## src/rtl/hsl2rgb_pkg.sv

```systemverilog
// shared widths, limits, pipeline depth and channel segment codes for the hsl to rgb converter
package hsl2rgb_pkg;

  localparam int HUE_W   = 9;
  localparam int PCT_W   = 7;
  localparam int BYTE_W  = 8;
  localparam int HUE_MAX = 360;
  localparam int PCT_MAX = 100;

  // register stages from the accepting edge to the result strobe
  localparam int PIPE_DEPTH = 10;

  typedef logic [BYTE_W-1:0] byte_t;

  // which piece of the hue ramp a channel sits on
  typedef logic [1:0] seg_t;
  localparam seg_t SEG_RISE = 2'd0;
  localparam seg_t SEG_FLAT = 2'd1;
  localparam seg_t SEG_FALL = 2'd2;
  localparam seg_t SEG_LOW  = 2'd3;

endpackage

```

## src/rtl/hsl_to_rgb_converter.sv

```systemverilog
// hsl to rgb converter top level: ten-stage pipeline from hue, saturation, lightness to rgb bytes
// the strobe is the last bit of the valid line (PIPE_DEPTH) and comes out together with the result bytes
// throughput: one word per cycle, busy is high only while rst_n is low, every stage advances
// the longest stages hold one multiplier (lightness times saturation, ramp, byte scaling)
// reset: synchronous active-low rst_n clears the valid line only, no result leaves the pipe
// during or after reset unless a word was accepted; the receiver cannot stall the strobe
module hsl_to_rgb_converter #(
  parameter int FRAC_BITS = 16
) (
  input  logic                                clk,
  input  logic                                rst_n,
  input  logic                                start,
  output logic                                busy,
  input  logic [hsl2rgb_pkg::HUE_W-1:0]       in_hue_deg,
  input  logic [hsl2rgb_pkg::PCT_W-1:0]       in_sat_pct,
  input  logic [hsl2rgb_pkg::PCT_W-1:0]       in_light_pct,
  input  logic [hsl2rgb_pkg::BYTE_W-1:0]      in_alpha_code,
  output logic                                out_valid,
  output hsl2rgb_pkg::byte_t                  out_red,
  output hsl2rgb_pkg::byte_t                  out_green,
  output hsl2rgb_pkg::byte_t                  out_blue,
  output hsl2rgb_pkg::byte_t                  out_alpha_out
);
  import hsl2rgb_pkg::*;

  localparam int FW    = FRAC_BITS + 1;
  localparam int ONE   = 1 << FRAC_BITS;
  localparam int HALF  = ONE / 2;
  localparam int THIRD = ONE / 3;

  logic accept;

  // stage 1: saturated inputs
  logic [HUE_W-1:0] h1_r, h1_nxt;
  logic [PCT_W-1:0] s1_r, s1_nxt;
  logic [PCT_W-1:0] l1_r, l1_nxt;

  // stages 2 to 4: fixed-point fractions
  logic [FW-1:0] hf4, sf4, lf4;

  // stage 5: lightness times saturation
  logic [2*FW-1:0] ls_prod;
  logic [FW-1:0]   prod5_r, hf5_r, sf5_r, lf5_r;

  // stage 6: q level and the three channel hue positions
  logic [FW:0]   q_sum;
  logic [FW-1:0] q6_r, q6_nxt;
  logic [FW-1:0] lf6_r;
  logic [FW:0]   tr_sum;
  logic [FW-1:0] tr6_r, tr6_nxt;
  logic [FW-1:0] tg6_r;
  logic [FW-1:0] tb6_r, tb6_nxt;

  // stage 7: p level, clamped into 0..q
  logic [FW:0]   twol;
  logic [FW:0]   p_raw;
  logic [FW-1:0] p7_r, p7_nxt;
  logic [FW-1:0] q7_r;

  // valid and alpha travel alongside the data
  logic [PIPE_DEPTH-1:0] vld_r, vld_nxt;
  byte_t                 alpha_r [PIPE_DEPTH];

  // no word is taken while reset holds the valid line clear
  assign busy   = ~rst_n;
  assign accept = start && !busy;

  // out-of-range inputs clip to their top value
  assign h1_nxt = (in_hue_deg > HUE_W'(HUE_MAX)) ? HUE_W'(HUE_MAX) : in_hue_deg;
  assign s1_nxt = (in_sat_pct > PCT_W'(PCT_MAX)) ? PCT_W'(PCT_MAX) : in_sat_pct;
  assign l1_nxt = (in_light_pct > PCT_W'(PCT_MAX)) ? PCT_W'(PCT_MAX) : in_light_pct;

  hsl2rgb_scale #(.FRAC_BITS(FRAC_BITS), .DIV(HUE_MAX), .VW(HUE_W)) u_hue_scale (
    .clk  (clk),
    .val  (h1_r),
    .frac (hf4)
  );

  hsl2rgb_scale #(.FRAC_BITS(FRAC_BITS), .DIV(PCT_MAX), .VW(PCT_W)) u_sat_scale (
    .clk  (clk),
    .val  (s1_r),
    .frac (sf4)
  );

  hsl2rgb_scale #(.FRAC_BITS(FRAC_BITS), .DIV(PCT_MAX), .VW(PCT_W)) u_light_scale (
    .clk  (clk),
    .val  (l1_r),
    .frac (lf4)
  );

  assign ls_prod = (2*FW)'(lf4) * (2*FW)'(sf4);

  // zero saturation needs no bypass: prod is zero, so q = p = lightness and every
  // channel lands on the lightness level (grey)
  always_comb begin
    if (lf5_r < FW'(HALF)) begin
      q_sum = (FW+1)'(lf5_r) + (FW+1)'(prod5_r);
    end else begin
      q_sum = (FW+1)'(lf5_r) + (FW+1)'(sf5_r) - (FW+1)'(prod5_r);
    end
    q6_nxt = (q_sum > (FW+1)'(ONE)) ? FW'(ONE) : q_sum[FW-1:0];
  end

  // hue positions wrapped back into 0..one
  always_comb begin
    tr_sum  = (FW+1)'(hf5_r) + (FW+1)'(THIRD);
    tr6_nxt = (tr_sum > (FW+1)'(ONE)) ? FW'(tr_sum - (FW+1)'(ONE)) : tr_sum[FW-1:0];
    tb6_nxt = (hf5_r < FW'(THIRD)) ? hf5_r + FW'(ONE - THIRD) : hf5_r - FW'(THIRD);
  end

  always_comb begin
    twol  = {lf6_r, 1'b0};
    p_raw = (twol < (FW+1)'(q6_r)) ? '0 : twol - (FW+1)'(q6_r);
    p7_nxt = (p_raw > (FW+1)'(q6_r)) ? q6_r : p_raw[FW-1:0];
  end

  hsl2rgb_chan #(.FRAC_BITS(FRAC_BITS)) u_red_chan (
    .clk       (clk),
    .t         (tr6_r),
    .p         (p7_r),
    .q         (q7_r),
    .chan_byte (out_red)
  );

  hsl2rgb_chan #(.FRAC_BITS(FRAC_BITS)) u_green_chan (
    .clk       (clk),
    .t         (tg6_r),
    .p         (p7_r),
    .q         (q7_r),
    .chan_byte (out_green)
  );

  hsl2rgb_chan #(.FRAC_BITS(FRAC_BITS)) u_blue_chan (
    .clk       (clk),
    .t         (tb6_r),
    .p         (p7_r),
    .q         (q7_r),
    .chan_byte (out_blue)
  );

  // valid line: one bit per stage, the last one is the result strobe
  assign vld_nxt = {vld_r[PIPE_DEPTH-2:0], accept};

  always_ff @(posedge clk) begin
    if (!rst_n) begin
      vld_r <= '0;
    end else begin
      vld_r <= vld_nxt;
    end
  end

  // data path registers, no reset needed
  always_ff @(posedge clk) begin
    h1_r    <= h1_nxt;
    s1_r    <= s1_nxt;
    l1_r    <= l1_nxt;
    prod5_r <= FW'(ls_prod >> FRAC_BITS);
    hf5_r   <= hf4;
    sf5_r   <= sf4;
    lf5_r   <= lf4;
    q6_r    <= q6_nxt;
    lf6_r   <= lf5_r;
    tr6_r   <= tr6_nxt;
    tg6_r   <= hf5_r;
    tb6_r   <= tb6_nxt;
    p7_r    <= p7_nxt;
    q7_r    <= q6_r;
  end

  // alpha rides a plain delay line to line up with the color bytes
  always_ff @(posedge clk) begin
    alpha_r[0] <= in_alpha_code;
    for (int i = 1; i < PIPE_DEPTH; i++) begin
      alpha_r[i] <= alpha_r[i-1];
    end
  end

  assign out_valid     = vld_r[PIPE_DEPTH-1];
  assign out_alpha_out = alpha_r[PIPE_DEPTH-1];

endmodule

```

## src/rtl/hsl2rgb_scale.sv

```systemverilog
// three-stage exact floor(val * 2^frac_bits / div) by reciprocal multiply and one correction
module hsl2rgb_scale #(
  parameter int FRAC_BITS = 16,
  parameter int DIV       = 100,
  parameter int VW        = 7
) (
  input  logic                 clk,
  input  logic [VW-1:0]        val,
  output logic [FRAC_BITS:0]   frac
);
  import hsl2rgb_pkg::*;

  localparam int FW  = FRAC_BITS + 1;
  localparam int ONE = 1 << FRAC_BITS;
  localparam int QD  = ONE / DIV;
  localparam int RD  = ONE % DIV;
  // val is at most div, so the remainder product stays below div squared
  localparam int XW  = $clog2(DIV * DIV);
  localparam int M   = (1 << XW) / DIV;
  localparam int MW  = $clog2(M + 1);
  localparam int QW  = $clog2(DIV);
  localparam int PW  = XW + MW;

  logic [FW-1:0] base1_r, base1_nxt;
  logic [XW-1:0] x1_r, x1_nxt;
  logic [FW-1:0] base2_r;
  logic [XW-1:0] x2_r;
  logic [QW-1:0] q0_r, q0_nxt;
  logic [PW-1:0] pm;
  logic [XW-1:0] rem;
  logic          fix;
  logic [FW-1:0] frac_r, frac_nxt;

  // split into whole quotient part and remainder part
  assign base1_nxt = FW'(val) * FW'(QD);
  assign x1_nxt    = XW'(val) * XW'(RD);

  // quotient estimate, low by at most one
  assign pm     = PW'(x1_r) * PW'(M);
  assign q0_nxt = QW'(pm >> XW);

  assign rem      = x2_r - XW'(q0_r) * XW'(DIV);
  assign fix      = (rem >= XW'(DIV));
  assign frac_nxt = base2_r + FW'(q0_r) + FW'(fix);

  always_ff @(posedge clk) begin
    base1_r <= base1_nxt;
    x1_r    <= x1_nxt;
    base2_r <= base1_r;
    x2_r    <= x1_r;
    q0_r    <= q0_nxt;
    frac_r  <= frac_nxt;
  end

  assign frac = frac_r;

endmodule

```

## src/rtl/hsl2rgb_chan.sv

```systemverilog
// one color channel: ramp segment, ramp multiply, level select and byte scaling over four stages
module hsl2rgb_chan #(
  parameter int FRAC_BITS = 16
) (
  input  logic                clk,
  input  logic [FRAC_BITS:0]  t,
  input  logic [FRAC_BITS:0]  p,
  input  logic [FRAC_BITS:0]  q,
  output hsl2rgb_pkg::byte_t  chan_byte
);
  import hsl2rgb_pkg::*;

  localparam int FW        = FRAC_BITS + 1;
  localparam int ONE       = 1 << FRAC_BITS;
  localparam int SIXTH     = ONE / 6;
  localparam int HALF      = ONE / 2;
  localparam int TWO_THIRD = (2 * ONE) / 3;

  seg_t          seg7_r, seg7_nxt;
  logic [FW-1:0] u;
  logic [FW-1:0] f7_r, f7_nxt;
  logic [FW-1:0] d;
  logic [2*FW-1:0] mp;
  logic [FW-1:0] mult8_r;
  logic [FW-1:0] p8_r, q8_r;
  seg_t          seg8_r;
  logic [FW-1:0] v9_r, v9_nxt;
  logic [FW+7:0] bw;
  logic [FW+7:0] bsh;
  byte_t         byte_r, byte_nxt;

  always_comb begin
    if (t < FW'(SIXTH)) begin
      seg7_nxt = SEG_RISE;
      u        = t;
    end else if (t < FW'(HALF)) begin
      seg7_nxt = SEG_FLAT;
      u        = '0;
    end else if (t < FW'(TWO_THIRD)) begin
      seg7_nxt = SEG_FALL;
      u        = FW'(TWO_THIRD) - t;
    end else begin
      seg7_nxt = SEG_LOW;
      u        = '0;
    end
    f7_nxt = u * FW'(6);
  end

  assign d  = q - p;
  assign mp = (2*FW)'(d) * (2*FW)'(f7_r);

  always_comb begin
    case (seg8_r)
      SEG_RISE: v9_nxt = p8_r + mult8_r;
      SEG_FLAT: v9_nxt = q8_r;
      SEG_FALL: v9_nxt = p8_r + mult8_r;
      SEG_LOW:  v9_nxt = p8_r;
      default:  v9_nxt = p8_r;
    endcase
  end

  assign bw       = (FW+8)'(v9_r) * (FW+8)'(255);
  assign bsh      = bw >> FRAC_BITS;
  assign byte_nxt = (bsh > (FW+8)'(255)) ? '1 : bsh[BYTE_W-1:0];

  always_ff @(posedge clk) begin
    seg7_r  <= seg7_nxt;
    f7_r    <= f7_nxt;
    mult8_r <= FW'(mp >> FRAC_BITS);
    p8_r    <= p;
    q8_r    <= q;
    seg8_r  <= seg7_r;
    v9_r    <= v9_nxt;
    byte_r  <= byte_nxt;
  end

  assign chan_byte = byte_r;

endmodule

```

## config.mk

```make
export PLATFORM = sky130hd
export DESIGN_NAME = hsl_to_rgb_converter
export DESIGN_NICKNAME = d
export VERILOG_FILES = /design/src/rtl/hsl2rgb_pkg.sv /design/src/rtl/hsl_to_rgb_converter.sv /design/src/rtl/hsl2rgb_scale.sv /design/src/rtl/hsl2rgb_chan.sv
export SDC_FILE = /design/constraint.sdc
export NUM_CORES = 2
export LEC_CHECK = 0
export BUFFER_PORTS_ARGS = -buffer_cell sky130_fd_sc_hd__buf_2
export CAP_MARGIN = 20
export CORE_MARGIN = 10
export CORE_UTILIZATION = 65
export CTS_CLUSTER_SIZE = 16
export DETAILED_ROUTE_END_ITERATION = 16
export PLACE_DENSITY = 0.82
export SLEW_MARGIN = 20
export SYNTH_ARGS = -nofsm -noshare
export SYNTH_HDL_FRONTEND = slang
export SYNTH_SLANG_ARGS = --single-unit
```

## constraint.sdc

```tcl
create_clock -name clk -period 22.6 [get_ports clk]
set_input_delay 3.39 -clock clk [delete_from_list [all_inputs] [get_ports clk]]
set_output_delay 3.39 -clock clk [all_outputs]
set_load 0.1 [all_outputs]
```

==> reports/results.ini <==
[floorplanning]
initial_core_util_pct=65.52
core_area_sq_mm=0.1257
fp.dieH_um=376.0
placement_rows=130
die_w_um=376.0
boundaryPins=68
fp.dieArea_sq_mm=0.1414

[global_route]
global_route.usage.met3_pct=4.380
grt_use_total_pct=27.19
global_route.peak_usage_layer=met2
maximum_number_of_pins_on_one_net_before_global_route_repair=80
gr_overflow_total=0
grt_pass1_wl_um=315600
global_routing_met1_resource_utilization_pct=33.19
first_global_vias=63573
groute.layer.met2.usage_pct=47.22
grt_antenna_before_repair=8

[cells_and_area]
layout.core_utilization_pct=69.29
drive_gt1_share_pct=4.038
insertedDiodeCount=0
design.final.nets=11061
largest_register_ffs=80
registers.top_by_ff_count=alpha_r
fin_cells=10442
areaGrowthSynthToFinish_pct=5.746

[logic_synthesis]
synthFlopType=sky130_fd_sc_hd__dfxtp_1
synthesis.nets=11167
syn_avg_cell_area_sq_um=9.332
synth_warnings=0
synthDistinctLibCells=96
number_of_enable_flip_flop_cells_after_synthesis=0
register_bit_total_from_synthesis=746
syn-cell-area_sq_mm=0.08238
syn_inst=8828
yosysSeqAreaShare_pct=18.13
synth_async_sr_flop_share_pct=0

[clock_tree]
clk_sinks=746
number_of_gates_resized_after_cts=0
clk_transition_reported_paths_ns=0.07
root_buffer=sky130_fd_sc_hd__clkbuf_16
numCtsBuffers=85
clk_path_buf_depth=3
cts_max_level=3
cts_tree=done
cts_setup_buffers=0
clk_latency_ns=0.73
cts_hold_repair.buffers=0

[route]
drt-total-wl_um=191000
drt-wirelength-per-cell_um=18.30
drt_pre_antenna_iters=6
vias=60034
drt.antenna.violating_nets=0
viasPerCell=5.749
remaining_drc_errors=0
drc_violation_total_after_the_first_tritonroute_iteration=3846

[place]
place_hpwl_um=147800
finalWeightedCongestion=0.9480
portbufs=67
dpl.cell_count=10285

[worst_setup_path]
critPathTopFamily=adder cells
worstPathBufferInverterCount=5
cpPeakStageDelay_ns=0.55
critical_path.slowest_cell=sky130_fd_sc_hd__fa_1
crit_top_cell=sky130_fd_sc_hd__fa_1
worst_path_fanout_max=27
r2r.worst_path.cells=33
required_ns=23.21
critical_path.reg2reg.endpoint=u_red_chan.mult8_r[16]$_DFF_P_
timing.critical_path.from_type=register
setup.worst_path.start=q7_r[0]$_DFF_P_
worst_setup_path_end_kind=register
arrival_ns=9.83
rr_startpoint=q7_r[0]$_DFF_P_
worst_case_register_to_register_setup_slack_ns=13.38
timing_worst_setup_path_type=reg -> reg

[worst_hold_path]
worst_hold_path_type=reg -> reg
hold_path_depth=0
hold-path-endpoint=hf5_r[15]$_DFF_P_
min-delay-start=u_hue_scale.frac[15]$_DFF_P_

[sta]
final_min_period_over_clock_period_pct=40.81
report.final.setup_viol=0
crit_path_time_final_ns=9.224
drv_slew=0
achievable-frequency_mhz=108.4
setup_tns_ns=0
hold_violations=0
fin_skew_ns=0.04356
timing.slew.headroom_pct=22.87
tightestPinTransition_ns=1.155
grt_setup_unrepaired=false

[job]
drv.max_cap_violation_count=0

[run_status]
status=finished, final reports clean

layout make-up:
class                      count  area (sq um)
sequential                   746         14940
multi-input combinational   6091         60060
fill                        9247         38620
timing repair buffer         125         770.7
tap                         1650          2064
inverter                    1673          6280
clock buffer                 111          2356
clock inverter                46         653.1
cell usage in the layout (no fill, tap or decap), types with 48 or more instances in the layout:
cell type                      n
sky130_fd_sc_hd__nand2_1     815
sky130_fd_sc_hd__mux2i_1      54
sky130_fd_sc_hd__nand2b_1     78
sky130_fd_sc_hd__nor2_1      370
sky130_fd_sc_hd__and3_1       81
sky130_fd_sc_hd__and2_1      378
sky130_fd_sc_hd__dfxtp_1     745
sky130_fd_sc_hd__ha_1       1128
sky130_fd_sc_hd__o21bai_1     48
sky130_fd_sc_hd__nor3_1      152
sky130_fd_sc_hd__a21oi_1     279
sky130_fd_sc_hd__buf_4        58
sky130_fd_sc_hd__xor2_1      112
sky130_fd_sc_hd__o21a_1       75
sky130_fd_sc_hd__o21ai_0     219
sky130_fd_sc_hd__clkbuf_16    86
sky130_fd_sc_hd__xnor2_1     239
sky130_fd_sc_hd__fa_1       1175
sky130_fd_sc_hd__inv_1      1672
sky130_fd_sc_hd__nand3_1      97
sky130_fd_sc_hd__nor2b_1     113
sky130_fd_sc_hd__buf_2        67
sky130_fd_sc_hd__a21o_1      120
stage by stage:
stage	instance area, sq um	hold slack, ns	setup slack (ns)
2_1_floorplan	82380	0.3096	14.46
3_3_place_gp	84100	0.3100	13.72
3_5_place_dp	84100	0.3121	13.44
4_1_cts	87110	0.2909	13.42
5_1_grt	87120	0.2986	12.90
6_report	87120	0.2968	13.38
how the worst max path moves through the flow:
stage | endpoint | slack (ns) | cells after the start
floorplan | u_red_chan.mult8_r[16]$_DFF_P_ | 14.46 | 33
global placement | u_red_chan.mult8_r[16]$_DFF_P_ | 13.72 | 32
detailed placement | u_red_chan.mult8_r[16]$_DFF_P_ | 13.44 | 33
CTS | u_red_chan.mult8_r[16]$_DFF_P_ | 13.42 | 33
global route | u_green_chan.mult8_r[13]$_DFF_P_ | 12.90 | 31
finish | u_red_chan.mult8_r[16]$_DFF_P_ | 13.38 | 33
logic make-up after synthesis:
family / Yosys count / share of synthesized area, %
AOI/OAI and AO/OA: 1097 / 8.868
xor gates and xnor gates: 360 / 3.827
adders and majority gates: 2305 / 45.71
buffers and inverters: 1991 / 9.146
DFF: 746 / 18.13
muxes: 76 / 0.9568
and+or+nand+nor: 2253 / 13.36
synth_stat cells, types with 154 or more instances:
master / n / area, sq um
sky130_fd_sc_hd__ha_1: 1130 / 14140
sky130_fd_sc_hd__xnor2_1: 246 / 2155
sky130_fd_sc_hd__inv_1: 1672 / 6276
sky130_fd_sc_hd__nand2_1: 815 / 3059
sky130_fd_sc_hd__dfxtp_1: 746 / 14930
sky130_fd_sc_hd__nor3_1: 154 / 770.7
sky130_fd_sc_hd__clkbuf_1: 289 / 1085
sky130_fd_sc_hd__nor2_1: 372 / 1396
sky130_fd_sc_hd__o21ai_0: 219 / 1096
sky130_fd_sc_hd__and2_1: 378 / 2365
sky130_fd_sc_hd__a21oi_1: 281 / 1406
sky130_fd_sc_hd__fa_1: 1175 / 23520
layer usage:
metal,up-vias,share of wire [%]
li1,27813,-
met1,29441,39
met2,2215,49
met3,557,7.3
met4,8,4.8
met5,-,0.029
Power is not shown: default switching activity piles up to over one toggle a cycle in this logic, so the estimate is an artifact.
